**src/nra_pkg.sv**
```systemverilog
`default_nettype none

package nra_pkg;

    localparam int MaxGpus = 16;
    localparam int SlotW = 16;
    localparam int CpuW = 10;
    localparam int MemW = 24;
    localparam int GpuW = 5;
    localparam int CfgIdxW = 3;
    localparam int CfgDataW = 24;
    localparam int InDataW = 56;
    localparam int OutDataW = 64;

    localparam logic KIND_ALLOC = 1'b0;
    localparam logic KIND_RELEASE = 1'b1;

    localparam logic [CfgIdxW-1:0] REG_NODE_ONLINE = 3'd0;
    localparam logic [CfgIdxW-1:0] REG_TOTAL_CPUS = 3'd1;
    localparam logic [CfgIdxW-1:0] REG_TOTAL_MEMORY = 3'd2;
    localparam logic [CfgIdxW-1:0] REG_TOTAL_GPUS = 3'd3;
    localparam logic [CfgIdxW-1:0] REG_RESERVED_CPUS = 3'd4;
    localparam logic [CfgIdxW-1:0] REG_RESERVED_MEMORY = 3'd5;
    localparam logic [CfgIdxW-1:0] REG_RESERVED_GPUS = 3'd6;

    typedef enum logic [3:0] {
        ST_OK = 4'd0,
        ST_OFFLINE = 4'd1,
        ST_INVALID = 4'd2,
        ST_NO_FIT = 4'd3,
        ST_SLOTS_SHORT = 4'd4,
        ST_COUNT_MISMATCH = 4'd5,
        ST_EXCEEDS_ALLOCATED = 4'd6,
        ST_BAD_SLOT = 4'd7,
        ST_BAD_CONFIG = 4'd8
    } status_t;

    typedef struct packed {
        logic            node_online;
        logic [CpuW-1:0] total_cpus;
        logic [MemW-1:0] total_memory;
        logic [GpuW-1:0] total_gpus;
        logic [CpuW-1:0] reserved_cpus;
        logic [MemW-1:0] reserved_memory;
        logic [GpuW-1:0] reserved_gpus;
    } cfg_t;

    typedef struct packed {
        logic             kind;
        logic [CpuW-1:0]  req_cpus;
        logic [MemW-1:0]  req_memory;
        logic [GpuW-1:0]  req_gpus;
        logic [SlotW-1:0] release_mask;
    } req_t;

    typedef struct packed {
        status_t          status;
        logic [SlotW-1:0] granted_mask;
        logic [CpuW-1:0]  avail_cpus;
        logic [MemW-1:0]  avail_memory;
        logic [GpuW-1:0]  avail_gpus;
    } res_t;

    typedef struct packed {
        logic [CpuW-1:0]  used_cpus;
        logic [MemW-1:0]  used_memory;
        logic [GpuW-1:0]  used_gpus;
        logic [SlotW-1:0] slot_busy;
    } acct_t;

    function automatic logic [GpuW-1:0] popcount16(input logic [SlotW-1:0] v);
        logic [GpuW-1:0] n;
        n = '0;
        for (int i = 0; i < SlotW; i++) begin
            n = n + GpuW'(v[i]);
        end
        return n;
    endfunction

    // Total minus reserved minus used, held at zero when either step would go negative.
    function automatic logic [MemW-1:0] floor_sub(input logic [MemW-1:0] a,
                                                  input logic [MemW-1:0] b,
                                                  input logic [MemW-1:0] c);
        logic [MemW-1:0] d;
        d = a - b;
        if (a < b || d < c) begin
            return '0;
        end
        return d - c;
    endfunction

endpackage

`default_nettype wire

```
**src/node_resource_allocator.sv**
```systemverilog
`default_nettype none

// Channel     Direction  Carries
// s_axis      in         one allocate or release request
// m_axis      out        one result per request
// cfg         in         register index and write data
//
// A request is registered, evaluated combinationally and its result registered with the
// updated accounting, so one request per cycle is accepted while m_tready stays high.
// m_tvalid is set once the request has passed the input register and then the result register.
// A stalled result holds the request behind it in the input register.
// Reset clears the valid flags, the accounting and the configuration; data registers are not reset.

module node_resource_allocator (
    input  wire logic                            aclk,
    input  wire logic                            aresetn,
    input  wire logic                            s_tvalid,
    output logic                                 s_tready,
    // req_cpus, req_memory, req_gpus, release_mask; zero fill to 56 bits
    input  wire logic [nra_pkg::InDataW-1:0]     s_tdata,
    // kind
    input  wire logic                            s_tuser,
    output logic                                 m_tvalid,
    input  wire logic                            m_tready,
    // status, granted_mask, avail_cpus, avail_memory, avail_gpus; zero fill to 64 bits
    output logic [nra_pkg::OutDataW-1:0]         m_tdata,
    input  wire logic                            cfg_valid,
    output logic                                 cfg_ready,
    input  wire logic [nra_pkg::CfgIdxW-1:0]     cfg_index,
    input  wire logic [nra_pkg::CfgDataW-1:0]    cfg_data
);

    nra_pkg::cfg_t  cfg;
    logic           cfg_bad;
    nra_pkg::req_t  req_reg;
    nra_pkg::req_t  req_next;
    logic           in_valid_reg;
    nra_pkg::res_t  res_reg;
    nra_pkg::res_t  res_eval;
    logic           out_valid_reg;
    nra_pkg::acct_t acct_reg;
    nra_pkg::acct_t acct_eval;
    logic           advance;

    assign cfg_ready = 1'b1;

    nra_cfg u_cfg (
        .aclk     (aclk),
        .aresetn  (aresetn),
        .wr_en    (cfg_valid),
        .wr_index (cfg_index),
        .wr_data  (cfg_data),
        .cfg      (cfg),
        .cfg_bad  (cfg_bad)
    );

    nra_eval u_eval (
        .cfg       (cfg),
        .cfg_bad   (cfg_bad),
        .acct      (acct_reg),
        .req       (req_reg),
        .acct_next (acct_eval),
        .res       (res_eval)
    );

    assign advance = in_valid_reg && (!out_valid_reg || m_tready);
    assign s_tready = !in_valid_reg || advance;

    always_comb begin
        req_next.kind = s_tuser;
        req_next.req_cpus = s_tdata[9:0];
        req_next.req_memory = s_tdata[33:10];
        req_next.req_gpus = s_tdata[38:34];
        req_next.release_mask = s_tdata[54:39];
    end

    always_ff @(posedge aclk) begin
        if (!aresetn) begin
            in_valid_reg <= 1'b0;
            out_valid_reg <= 1'b0;
            acct_reg <= '0;
        end else begin
            if (s_tready) begin
                in_valid_reg <= s_tvalid;
            end
            if (advance) begin
                out_valid_reg <= 1'b1;
                acct_reg <= acct_eval;
            end else if (m_tready) begin
                out_valid_reg <= 1'b0;
            end
        end
    end

    always_ff @(posedge aclk) begin
        if (s_tready && s_tvalid) begin
            req_reg <= req_next;
        end
        if (advance) begin
            res_reg <= res_eval;
        end
    end

    assign m_tvalid = out_valid_reg;
    assign m_tdata = {5'd0, res_reg.avail_gpus, res_reg.avail_memory, res_reg.avail_cpus,
                      res_reg.granted_mask, res_reg.status};

endmodule

`default_nettype wire

```
**src/nra_cfg.sv**
```systemverilog
`default_nettype none

module nra_cfg (
    input  wire logic                           aclk,
    input  wire logic                           aresetn,
    input  wire logic                           wr_en,
    input  wire logic [nra_pkg::CfgIdxW-1:0]    wr_index,
    input  wire logic [nra_pkg::CfgDataW-1:0]   wr_data,
    output nra_pkg::cfg_t                       cfg,
    output logic                                cfg_bad
);

    nra_pkg::cfg_t cfg_reg;
    nra_pkg::cfg_t cfg_next;

    always_comb begin
        cfg_next = cfg_reg;
        if (wr_en) begin
            unique case (wr_index)
                nra_pkg::REG_NODE_ONLINE: begin
                    cfg_next.node_online = wr_data[0];
                end
                nra_pkg::REG_TOTAL_CPUS: begin
                    cfg_next.total_cpus = wr_data[nra_pkg::CpuW-1:0];
                end
                nra_pkg::REG_TOTAL_MEMORY: begin
                    cfg_next.total_memory = wr_data[nra_pkg::MemW-1:0];
                end
                nra_pkg::REG_TOTAL_GPUS: begin
                    cfg_next.total_gpus = wr_data[nra_pkg::GpuW-1:0];
                end
                nra_pkg::REG_RESERVED_CPUS: begin
                    cfg_next.reserved_cpus = wr_data[nra_pkg::CpuW-1:0];
                end
                nra_pkg::REG_RESERVED_MEMORY: begin
                    cfg_next.reserved_memory = wr_data[nra_pkg::MemW-1:0];
                end
                nra_pkg::REG_RESERVED_GPUS: begin
                    cfg_next.reserved_gpus = wr_data[nra_pkg::GpuW-1:0];
                end
                default: begin
                    cfg_next = cfg_reg;
                end
            endcase
        end
    end

    always_ff @(posedge aclk) begin
        if (!aresetn) begin
            cfg_reg <= '0;
        end else begin
            cfg_reg <= cfg_next;
        end
    end

    assign cfg = cfg_reg;
    assign cfg_bad = (cfg_reg.reserved_cpus > cfg_reg.total_cpus)
                  || (cfg_reg.reserved_memory > cfg_reg.total_memory)
                  || (cfg_reg.reserved_gpus > cfg_reg.total_gpus)
                  || (cfg_reg.total_gpus > nra_pkg::GpuW'(nra_pkg::MaxGpus));

endmodule

`default_nettype wire

```
**src/nra_eval.sv**
```systemverilog
`default_nettype none

module nra_eval (
    input  wire nra_pkg::cfg_t   cfg,
    input  wire logic            cfg_bad,
    input  wire nra_pkg::acct_t  acct,
    input  wire nra_pkg::req_t   req,
    output nra_pkg::acct_t       acct_next,
    output nra_pkg::res_t        res
);

    logic [nra_pkg::SlotW-1:0] range_mask;
    logic [nra_pkg::SlotW-1:0] free_mask;
    logic [nra_pkg::SlotW-1:0] pick_mask;
    logic [nra_pkg::GpuW-1:0]  free_cnt;
    logic [nra_pkg::GpuW-1:0]  rel_cnt;
    logic [nra_pkg::CpuW-1:0]  avail_cpus_pre;
    logic [nra_pkg::MemW-1:0]  avail_mem_pre;
    logic [nra_pkg::GpuW-1:0]  avail_gpus_pre;

    always_comb begin
        for (int i = 0; i < nra_pkg::SlotW; i++) begin
            range_mask[i] = (nra_pkg::GpuW'(i) < cfg.total_gpus)
                         && (nra_pkg::GpuW'(i) >= cfg.reserved_gpus);
        end
    end

    assign free_mask = range_mask & ~acct.slot_busy;
    assign free_cnt = nra_pkg::popcount16(free_mask);
    assign rel_cnt = nra_pkg::popcount16(req.release_mask);

    // A free slot is taken when fewer than the requested count of free slots lie below it.
    always_comb begin
        for (int i = 0; i < nra_pkg::SlotW; i++) begin
            pick_mask[i] = free_mask[i]
                && (nra_pkg::popcount16(free_mask & ((16'd1 << i) - 16'd1)) < req.req_gpus);
        end
    end

    assign avail_cpus_pre = nra_pkg::CpuW'(nra_pkg::floor_sub(
        nra_pkg::MemW'(cfg.total_cpus), nra_pkg::MemW'(cfg.reserved_cpus),
        nra_pkg::MemW'(acct.used_cpus)));
    assign avail_mem_pre = nra_pkg::floor_sub(cfg.total_memory, cfg.reserved_memory,
                                              acct.used_memory);
    assign avail_gpus_pre = nra_pkg::GpuW'(nra_pkg::floor_sub(
        nra_pkg::MemW'(cfg.total_gpus), nra_pkg::MemW'(cfg.reserved_gpus),
        nra_pkg::MemW'(acct.used_gpus)));

    always_comb begin
        acct_next = acct;
        res.status = nra_pkg::ST_OK;
        res.granted_mask = '0;
        if (cfg_bad) begin
            res.status = nra_pkg::ST_BAD_CONFIG;
        end else if (req.kind == nra_pkg::KIND_ALLOC) begin
            if (!cfg.node_online) begin
                res.status = nra_pkg::ST_OFFLINE;
            end else if (req.req_cpus == '0 && req.req_memory == '0 && req.req_gpus == '0) begin
                res.status = nra_pkg::ST_INVALID;
            end else if (req.req_cpus > avail_cpus_pre || req.req_memory > avail_mem_pre
                         || req.req_gpus > avail_gpus_pre) begin
                res.status = nra_pkg::ST_NO_FIT;
            end else if (free_cnt < req.req_gpus) begin
                res.status = nra_pkg::ST_SLOTS_SHORT;
            end else begin
                acct_next.used_cpus = acct.used_cpus + req.req_cpus;
                acct_next.used_memory = acct.used_memory + req.req_memory;
                acct_next.used_gpus = acct.used_gpus + req.req_gpus;
                acct_next.slot_busy = acct.slot_busy | pick_mask;
                res.granted_mask = pick_mask;
            end
        end else begin
            if (rel_cnt != req.req_gpus) begin
                res.status = nra_pkg::ST_COUNT_MISMATCH;
            end else if (req.req_cpus > acct.used_cpus || req.req_memory > acct.used_memory
                         || req.req_gpus > acct.used_gpus) begin
                res.status = nra_pkg::ST_EXCEEDS_ALLOCATED;
            end else if ((req.release_mask & ~(range_mask & acct.slot_busy)) != '0) begin
                res.status = nra_pkg::ST_BAD_SLOT;
            end else begin
                acct_next.used_cpus = acct.used_cpus - req.req_cpus;
                acct_next.used_memory = acct.used_memory - req.req_memory;
                acct_next.used_gpus = acct.used_gpus - req.req_gpus;
                acct_next.slot_busy = acct.slot_busy & ~req.release_mask;
            end
        end
        res.avail_cpus = nra_pkg::CpuW'(nra_pkg::floor_sub(
            nra_pkg::MemW'(cfg.total_cpus), nra_pkg::MemW'(cfg.reserved_cpus),
            nra_pkg::MemW'(acct_next.used_cpus)));
        res.avail_memory = nra_pkg::floor_sub(cfg.total_memory, cfg.reserved_memory,
                                              acct_next.used_memory);
        res.avail_gpus = nra_pkg::GpuW'(nra_pkg::floor_sub(
            nra_pkg::MemW'(cfg.total_gpus), nra_pkg::MemW'(cfg.reserved_gpus),
            nra_pkg::MemW'(acct_next.used_gpus)));
    end

endmodule

`default_nettype wire
```
**config.mk**
```make
export PLATFORM = sky130hd
export DESIGN_NAME = node_resource_allocator
export DESIGN_NICKNAME = d
export VERILOG_FILES = /design/src/nra_pkg.sv /design/src/node_resource_allocator.sv /design/src/nra_cfg.sv /design/src/nra_eval.sv
export SDC_FILE = /design/constraint.sdc
export NUM_CORES = 1
export LEC_CHECK = 0
export BUFFER_PORTS_ARGS = -buffer_cell sky130_fd_sc_hd__buf_4
export CAP_MARGIN = 10
export CELL_PAD_IN_SITES_DETAIL_PLACEMENT = 2
export CELL_PAD_IN_SITES_GLOBAL_PLACEMENT = 2
export CORE_MARGIN = 2
export CORE_UTILIZATION = 41
export DETAILED_ROUTE_END_ITERATION = 6
export HOLD_SLACK_MARGIN = 0.1
export PLACE_DENSITY_LB_ADDON = 0.1
export SETUP_SLACK_MARGIN = 0.02
export SYNTH_ARGS = -nofsm -noshare
export SYNTH_HDL_FRONTEND = slang
export SYNTH_SLANG_ARGS = --single-unit
```
**constraint.sdc**
```tcl
create_clock -name aclk -period 20.2 [get_ports aclk]
set_input_delay 2.02 -clock aclk [delete_from_list [all_inputs] [get_ports aclk]]
set_output_delay 2.02 -clock aclk [all_outputs]
set_load 0.005 [all_outputs]
```
---- Yosys cells after proc, flatten, opt, wreduce, memory -nomap -nowiden ----
Cells that the tools add are included.
cells by class
  $add $sub $neg .......................... 45
  magnitude comparators ................... 68
  eq/ne operators ......................... 13
  muxes and demuxes ....................... 37
  bitwise operators ....................... 10
  reductions and logical operators ........ 69
operator list
  kind                                                              number
  two-way mux 55 bit                                                9
  adder 5 x 1 -> 5 bit                                              28
  two-way mux 24 bit                                                4
  subtractor 24 bit                                                 4
  less-than comparator 5 bit                                        16
  > comparator 24 bit                                               3
  less-than comparator 24 bit                                       3
  AND 16 bit                                                        4
  less-than comparator 24 x 10 -> 1 bit                             2
  less-than comparator 24 x 5 -> 1 bit                              2
  NOT 16 bit                                                        3
  greater-or-equal comparator 4 x 5 -> 1 bit, first input constant  8
  less-than comparator 4 x 5 -> 1 bit, first input constant         8
  two-way mux 10 bit                                                4
  logical AND 1 bit                                                 36
  > comparator 10 bit                                               3
  subtractor 10 bit                                                 3
  adder 24 bit                                                      1
  zero test 24 bit                                                  1
  two-way mux 4 bit                                                 6
  greater-or-equal comparator 3 x 5 -> 1 bit, first input constant  4
  less-than comparator 3 x 5 -> 1 bit, first input constant         4
  two-way mux 5 bit                                                 4
  bitwise OR 16 bit                                                 1
  other kinds (32)                                                  81
word-level totals
  register bits after elaboration ......... 251
  input bits .............................. 89

---- Longest topological paths before layout ----
Gate-level depths: netlist of the first run.
  depth after elaboration ................. 30
  mapped depth ............................ 54

---- Modules after synthesis ----
Synthesis of the first run repeated with hierarchy kept, for this count alone.
unflattened totals
  cells, all modules ...................... 2,936
  area total of the unflattened synthesis .. 24,305.8 um^2
by module, submodules not included
  module                   times used  cells each  area an instance (um^2)  sequential area each (um^2)
  nra_eval                 1           2,088       14,590.2                 0.0
  node_resource_allocator  1           370         5,786.8                  4,594.4
  nra_cfg                  1           478         3,928.8                  1,581.5

---- Worst setup path after synthesis of the first run ----
Ideal clock, no wire load.
  path kind ............................... register to register
  from .................................... reg u_cfg.cfg_reg, in the netlist u_cfg.cfg[3]
  to ...................................... reg res_reg, in the netlist m_tdata[41] (data pin)
  data arrival time ....................... 11.470 ns
  required time ........................... 20.043 ns
  setup slack ............................. 8.573 ns
  cell stages (with the launch flop) ...... 49
  path buffers ............................ 5
  period minus slack after synthesis ...... 11.627 ns
  cell sequence ........................... dfxtp_1 clkbuf_1 or2_1 clkbuf_1 nor2_1 o311ai_1 nor2_1 fa_1 ha_1 fa_1 ha_1 ha_1 ha_1 ha_1 ha_1 ha_1 ha_1 ha_1 [13 not listed] nand3_1 clkbuf_1 o22ai_1 o21ai_0 a21boi_0 ha_1 inv_1 o21ai_0 a21oi_1 o2111a_1 or4b_2 a31oi_1 o31ai_1 a21oi_1 o21a_1 o21ai_1 clkbuf_1 nor3_1
between the ends
  longest elaborated chain between the ends .. 29
RTL lines
  element                                     line                            source
  start, declared                             nra_cfg.sv:13                   nra_pkg::cfg_t cfg_reg;
  start signal, assigned                      nra_cfg.sv:52                   cfg_reg <= cfg_next;
  greater-or-equal comparator 1 x 5 -> 1 bit  nra_eval.sv:24                  && (nra_pkg::GpuW'(i) >= cfg.reserved_gpus);
  logical AND 1 bit                           nra_eval.sv:24
  AND 16 bit                                  nra_eval.sv:28                  assign free_mask = range_mask & ~acct.slot_busy;
  adder 1 x 1 -> 2 bit                        nra_pkg.sv:75                   n = n + GpuW'(v[i]);
  adder 5 x 1 -> 5 bit (14 in series)         nra_pkg.sv:75
  less-than comparator 5 bit                  nra_eval.sv:63                  end else if (free_cnt < req.req_gpus) begin
  two-way mux 55 bit                          nra_eval.sv:63
  two-way mux 55 bit                          nra_eval.sv:60                  end else if (req.req_cpus > avail_cpus_pre || req.req_memory > avail_mem_pre
  two-way mux 55 bit                          nra_eval.sv:58                  end else if (req.req_cpus == '0 && req.req_memory == '0 && req.req_gpus == '0) begin
  two-way mux 55 bit                          nra_eval.sv:56                  if (!cfg.node_online) begin
  two-way mux 55 bit                          nra_eval.sv:55                  end else if (req.kind == nra_pkg::KIND_ALLOC) begin
  two-way mux 55 bit *                        nra_eval.sv:53                  if (cfg_bad) begin
  less-than comparator 24 bit                 nra_pkg.sv:86                   if (a < b || d < c) begin
  logical OR 1 bit                            nra_pkg.sv:86
  two-way mux 1 bit                           nra_pkg.sv:86
  two-way mux 24 bit *                        nra_pkg.sv:89                   return d - c;
  end signal, assigned                        node_resource_allocator.sv:100  res_reg <= res_eval;
  end, declared                               node_resource_allocator.sv:38   nra_pkg::res_t res_reg;
Mark *: on every way between the ends. The rest lies on a longest branch, timed or not. The select of a mux whose other input is x is not followed.
A chain may end at the register's enable or synchronous reset.

---- Final worst setup path of the first run ----
  from .................................... reg u_cfg.cfg_reg, in the netlist u_cfg.cfg[2]
  to ...................................... reg res_reg, in the netlist m_tdata[50] (data pin)
Same word-level chain as after synthesis.

==> results of run 1 <==
[worst max path at each step]
stage            startpoint  cells past startpoint  slack [ns]           to
2_1_floorplan  u_cfg.cfg[3]                     48        8.57  m_tdata[41]
3_3_place_gp   u_cfg.cfg[2]                     43        6.82  m_tdata[50]
3_5_place_dp   u_cfg.cfg[2]                     44        6.42  m_tdata[50]
4_1_cts        u_cfg.cfg[2]                     43        6.39  m_tdata[50]
5_1_grt        u_cfg.cfg[2]                     44        5.61  m_tdata[50]
6_report       u_cfg.cfg[2]                     44        6.36  m_tdata[50]
[cell families (layout without fill, tap and decap cells)]
kind of cell             after synthesis  after routing  synth area share
adder cells (fa/ha/maj)              344            344             0.203
multiplexers                          13             13           0.00592
buffers and inverters                330            484            0.0571
AND/OR/NAND/NOR                      768            768             0.165
flip-flops                           251            251             0.278
other                                  2              6          0.000338
XOR/XNOR                             121            121            0.0585
AO/OA/AOI/OAI                        780            780             0.232
[layer usage]
layer  part of all wire  wire (µm)  vias to the layer above  global-route usage
met1               0.43      36600                    10220               0.365
met5                  0          0                        -                   0
li1                   -          -                     9574                   -
met4              0.042       3580                        0               0.126
met2               0.49      42200                      406               0.546
met3              0.037       3150                      150              0.0382
[worst max-delay path, delay by kind of cell (launching register included)]
| kind | cells | cell delay [ns] |
|---|---|---|
| xor+xnor | 2 | 0.34 |
| buf+inv | 2 | 0.74 |
| fa+ha+maj | 16 | 5.92 |
| compound gates | 14 | 3.48 |
| simple gates | 10 | 2.63 |
| flops | 1 | 0.45 |
[layout make-up]
type / count / share of cell area
inverters: 245 / 0.0366
flip-flops and latches: 251 / 0.245
multi-input cells: 2032 / 0.588
clock inverters: 13 / 0.00323
clock buffers: 50 / 0.0395
well taps: 696 / 0.0346
repair buffers: 176 / 0.0525
[synthesized netlist by cell type (26+ instances only)]
library cell	instances
a21boi_0	80
a21o_1	72
a21oi_1	181
clkbuf_1	72
dfxtp_1	136
edfxtp_1	115
fa_1	27
ha_1	317
inv_1	243
nand2_1	278
nand2b_1	43
nand3_1	43
nor2_1	169
nor2b_1	71
nor3_1	36
o21ai_0	168
o22ai_1	26
xnor2_1	71
xor2_1	32
[power by group]
part | internal, mW | switching [mW] | leakage [nW]
Clock | 0.344 | 0.256 | 0.535
Combinational | 0.321 | 0.481 | 8.01
Sequential | 0.566 | 0.0234 | 2.21
==> reports/metrics.csv, run 1 <==
stage;metric;value;unit
synthesis;post-synthesis sequential area ratio;0.278;
place;I/O Buffers;148;
hold_path;hold path endpoint;u_cfg.cfg[17];
detailed_routing;via/cell ratio;5.88;
sta;Slew Limit Fails;0;
place;Place WS;6.42;ns
critical_path;Critical Path AT;14.15;ns
place;GPL Wtd Cong;0.935;
detailed_routing;DRC;0;
finish;most common cell after layout, fill and taps aside;ha_1;
detailed_routing;DRT iter0 DRCs;1020;
sta;Post-Route Skew;0.0304;ns
synthesis;Synth Flop Type;dfxtp_1;
sta;FMAX;72.3;MHz
floorplan;I/O pin count;156;
pwr;VDD IR-drop max;0.0000678;V
sta;Tmin final;13.84;ns
floorplan;core area;53700;µm²
sta;# setup viols final;0;
global_routing;vias in the first global route;22721;
run;max_cap viols;0;
sta;Final Hold Slack;0.467;ns
synthesis;cells after synthesis;2609;
synthesis;distinct cell type count after synthesis;87;
sta;Tcrit/Tclk final;0.685;
sta;Fin. Hold Viols;0;
critical_path;Worst Setup Path Type;reg2reg;
global_routing;initial antenna violation count;1;
detailed_routing;final wirelength;85500;µm
clock_tree;CTS tree;yes;
clock_tree;CTS Buf Count;35;
finish;Fillers;5894;
sta;worst-margin pin slew;1.19;ns
synthesis;Post-Synthesis Cell Area;22200;µm²
global_routing;Remaining Overflow, GRT;0;
finish;Multi-input gate area;14800;µm²
critical_path;R2R Setup Slk;6.36;ns
critical_path;Crit path top cell by count;ha_1;
synthesis;post-synth top area share;0.179;
synthesis;Post-synth EDFFs;115;
hold_path;min-delay src;u_cfg.cfg[17];
detailed_routing;DR pass1 iterations;5;
sta;Final WS setup;6.36;ns
clock_tree;Clock Tree Root;clkbuf_16;
global_routing;GRT Total Usage;0.304;
finish;share of layout cells above drive strength 1;0.103;
place;DP HPWL;65800;µm
critical_path;Crit-path slowest cell;o21ai_2;
critical_path;r2r endpoint;m_tdata[50];
clock_tree;Reg clk slew, reported paths;0.05;ns
finish;register area;6180;µm²
clock_tree;Max H-tree Level;2;
floorplan;initial core utilization;0.413;
global_routing;largest net degree at the start of global routing;93;
clock_tree;clk buf depth;3;
sta;relative slew slack;0.202;
global_routing;first-pass GRT wire length;133000;µm
pwr;total power;1.99;mW
detailed_routing;antenna-violating nets left;0;
sta;RSZ-0062 raised after global routing;false;
place;cell area after placement;24100;µm²
floorplan;area of the die;56000;µm²
finish;max reg flops;79;
hold_path;HP Class;reg2reg;
sta;total negative slack;0;ns
clock_tree;CTS sink cnt;251;
pwr;PwrDens;79.1;nW/µm²
critical_path;nature of the critical path endpoint;flip-flop;
synthesis;Post-synth ARST share;0;
critical_path;Critical Path RT;20.51;ns
finish;commonest non-fill, non-tap cells in the layout;ha_1 (317), nand2_1 (278), inv_1 (242);
floorplan;Die Y-Extent;237;µm
synthesis;Synth area leaders;ha_1 (18%), edfxtp_1 (16%), dfxtp_1 (12%);
detailed_routing;Vias;20350;
finish;Cell Count, Final, Fillers Out;3463;
clock_tree;CTS Hold Bufs;0;
finish;design area;25200;µm²
synthesis;synthesis-stage register bit count;251;
finish;P&R area growth vs syn;13.4;%
finish;ANT cells;0;
status;outcome;finished clean;
synthesis;top cell type by total area after synthesis;ha_1;
finish;post-layout util;0.469;
critical_path;r2r worst-path depth;44;
hold_path;Hold Path Stages;2;
floorplan;Die Wd;237;µm
place;Placed Instances;3399;
critical_path;FF-to-FF Start;u_cfg.cfg[2];
clock_tree;post-CTS setup repair buffer count;0;
clock_tree;post-CTS resize count;0;
critical_path;slowest cell delay on critical path;0.84;ns
detailed_routing;routed len/inst;24.7;µm
floorplan;Rows;85;
clock_tree;Clock Latency Late Sink;0.57;ns
critical_path;startpoint types;flip-flop;
finish;nets;3174;
synthesis;Yosys warning count;0;
synthesis;syn avg cell area;8.51;µm²
critical_path;critical path fanouts, max;30;
pwr;leakage power total;10.7;nW
(Power assumes the default switching activity.)
==> run 2, diff against run 1 <==
ABC_AREA = 1   (was default)
CORE_UTILIZATION = 37   (was 41)
clock period = 14.1 ns   (was 20.2 ns; I/O delays follow)
==> run 2 against run 1 <==
Sequential cell count is the same. Highest routed layer unchanged. Global-route usage shrank 2.2 points. Clock power grew 54%. Final cell count grew 16%. Worst hold slack lost 0.0032 ns. Register-to-register slack lost 4.9 ns. Core utilization shrank 4.6 points. Critical path type unchanged. Non-clock buffer count shrank 7. Synthesized area grew 3.4%. Design area grew 3.3%.
==> reports/metrics.csv, run 2 <==
stage;metric;value;unit;change
critical_path;Critical Path AT;12.93;ns;-1.22 ns
sta;# setup viols final;0;;unchanged
detailed_routing;DRT iter0 DRCs;741;;-27%
synthesis;top cell type by total area after synthesis;ha_1;;
detailed_routing;antenna-violating nets left;0;;unchanged
synthesis;Post-synth EDFFs;115;;unchanged
synthesis;cells after synthesis;3083;;+18%
floorplan;initial core utilization;0.373;;-0.0402
detailed_routing;routed len/inst;22.5;µm;-9.0%
place;Placed Instances;3966;;+17%
clock_tree;CTS tree;yes;;
finish;share of layout cells above drive strength 1;0.115;;+0.0125
clock_tree;post-CTS resize count;0;;unchanged
critical_path;Crit-path slowest cell;o31ai_2;;
floorplan;Die Y-Extent;253;µm;+6.9%
clock_tree;CTS sink cnt;251;;unchanged
clock_tree;Max H-tree Level;2;;unchanged
pwr;VDD IR-drop max;0.0000839;V;+24%
critical_path;Critical Path RT;14.39;ns;-6.12 ns
synthesis;Synth Flop Type;dfxtp_1;;
detailed_routing;final wirelength;90500;µm;+5.9%
synthesis;Commonest cells post-synth;nand2_1 (466), inv_1 (435), a21oi_1 (352);;
finish;P&R area growth vs syn;13.3;%;about the same
floorplan;Rows;91;;+7.1%
place;DP HPWL;72400;µm;+10%
run;max_cap viols;0;;unchanged
place;I/O Buffers;148;;unchanged
synthesis;post-synthesis sequential area ratio;0.269;;-0.00902
global_routing;Remaining Overflow, GRT;0;;unchanged
place;GPL Wtd Cong;0.868;;-7.1%
clock_tree;CTS Buf Count;35;;unchanged
critical_path;nature of the critical path endpoint;flip-flop;;
pwr;PwrDens;126;nW/µm²;+59%
sta;Slew Limit Fails;0;;unchanged
synthesis;synthesis-stage register bit count;251;;unchanged
floorplan;Die Wd;253;µm;+6.9%
sta;FMAX;79.1;MHz;+9.4%
synthesis;Post-synth ARST share;0;;unchanged
sta;Tcrit/Tclk final;0.897;;+0.212
synthesis;distinct cell type count after synthesis;63;;-28%
clock_tree;Clock Tree Root;clkbuf_16;;
clock_tree;Clock Latency Late Sink;0.57;ns;about the same
hold_path;HP Class;reg2reg;;
pwr;leakage power total;12.3;nW;+14%
sta;RSZ-0062 raised after global routing;false;;
sta;Post-Route Skew;0.0233;ns;-0.00703 ns
status;outcome;finished clean;;
finish;commonest non-fill, non-tap cells in the layout;nand2_1 (466), inv_1 (433), a21oi_1 (352);;
synthesis;Yosys warning count;0;;unchanged
synthesis;Synth area leaders;ha_1 (17%), edfxtp_1 (15%), dfxtp_1 (12%);;
clock_tree;Reg clk slew, reported paths;0.06;ns;about the same
critical_path;Worst Setup Path Type;reg2reg;;
sta;Tmin final;12.65;ns;-1.19 ns
clock_tree;CTS Hold Bufs;0;;unchanged
global_routing;initial antenna violation count;1;;unchanged
global_routing;GRT Total Usage;0.281;;-0.0222
global_routing;vias in the first global route;24913;;+9.6%
critical_path;startpoint types;flip-flop;;
detailed_routing;DR pass1 iterations;7;;+2
synthesis;syn avg cell area;7.44;µm²;-13%
finish;nets;3646;;+15%
global_routing;first-pass GRT wire length;140000;µm;+5.6%
detailed_routing;DRC;0;;unchanged
sta;relative slew slack;0.317;;+0.114
critical_path;slowest cell delay on critical path;0.73;ns;-0.11 ns
finish;max reg flops;79;;unchanged
synthesis;top-count cell post-synth;nand2_1;;
finish;ANT cells;0;;unchanged
floorplan;area of the die;64000;µm²;+14%
detailed_routing;Vias;22163;;+8.9%
critical_path;Crit path top cell by count;ha_1;;
synthesis;Post-Synthesis Cell Area;22900;µm²;+3.4%
clock_tree;clk buf depth;3;;unchanged
clock_tree;post-CTS setup repair buffer count;0;;unchanged
finish;Cell Count, Final, Fillers Out;4030;;+16%
floorplan;I/O pin count;156;;unchanged
finish;most common cell after layout, fill and taps aside;nand2_1;;
floorplan;core area;61500;µm²;+14%
critical_path;critical path fanouts, max;13;;-57%
finish;post-layout util;0.423;;-0.0458
synthesis;post-synth top area share;0.173;;-0.00580
sta;total negative slack;0;ns;unchanged
detailed_routing;via/cell ratio;5.50;;-6.4%
finish;Fillers;7235;;+23%
global_routing;largest net degree at the start of global routing;73;;-22%
sta;Fin. Hold Viols;0;;unchanged
sta;worst-margin pin slew;1.02;ns;-0.169 ns
[run 2: layout make-up]
class	instances	area (µm²)	area share
clock buffer	42	902	0.0347
clock inverter	22	251	0.00967
inverter	454	1710	0.0657
multi-input combinational	2302	14700	0.566
sequential	251	6180	0.238
tap	790	988	0.0380
timing repair buffer	169	1270	0.0488
[run 2: where the power goes]
part / leakage (nW) / total [mW] / internal (mW) / switching [mW]
combinational: 9.48 / 1.49 / 0.543 / 0.952
sequential: 2.23 / 0.859 / 0.822 / 0.0369
clock: 0.556 / 0.920 / 0.537 / 0.383
total: 12.3 / 3.27 / 1.90 / 1.37
[run 2: final timing paths]
kind / cells after the start / slack (ns) / to / from
worst max-delay path: 55 / 1.45 / m_tdata[28] / u_cfg.cfg[40]
worst min-delay path: 2 / 0.46 / u_cfg.cfg[37] / u_cfg.cfg[37]
worst max register to register: 55 / 1.45 / m_tdata[28] / u_cfg.cfg[40]
worst min register to register: 2 / 0.46 / u_cfg.cfg[37] / u_cfg.cfg[37]
[run 2: per-stage QoR]
| stage | hold slack [ns] | setup WS (ns) | power [mW] | cell area, µm² |
|---|---|---|---|---|
| floorplan | 0.433 | 4.01 | 1.87 | 23000 |
| global placement | 0.445 | 2.04 | 2.26 | 24800 |
| detailed placement | 0.456 | 1.47 | 2.36 | 24800 |
| CTS | 0.465 | 1.38 | 3.30 | 26000 |
| global route | 0.498 | 0.501 | 3.51 | 26000 |
| finish | 0.464 | 1.45 | 3.27 | 26000 |
[run 2: kinds of logic after synthesis]
logic type | Yosys count | share of synthesized area
fa+ha+maj | 344 | 0.196
other cells | 2 | 0.000327
flops | 251 | 0.269
xor+xnor | 111 | 0.0424
compound gates | 734 | 0.177
simple gates | 1107 | 0.224
buf+inv | 534 | 0.0909
[run 2: critical path: cells and delay by family, from the launching register on]
family	cells	cell delay (ns)
adder cells (fa/ha/maj)	18	6.53
AND/OR/NAND/NOR	23	3.00
AO/OA/AOI/OAI	7	1.78
buffers and inverters	7	0.62
flip-flops	1	0.42
[run 2: routing by layer]
layer / part of all wire / track usage / wire [µm] / up-vias
met4: 0.041 / 0.114 / 3720 / 0
li1: - / - / - / 10581
met1: 0.42 / 0.322 / 37700 / 11105
met3: 0.024 / 0.0253 / 2130 / 149
met5: 0 / 0 / 0 / -
met2: 0.52 / 0.533 / 47000 / 328
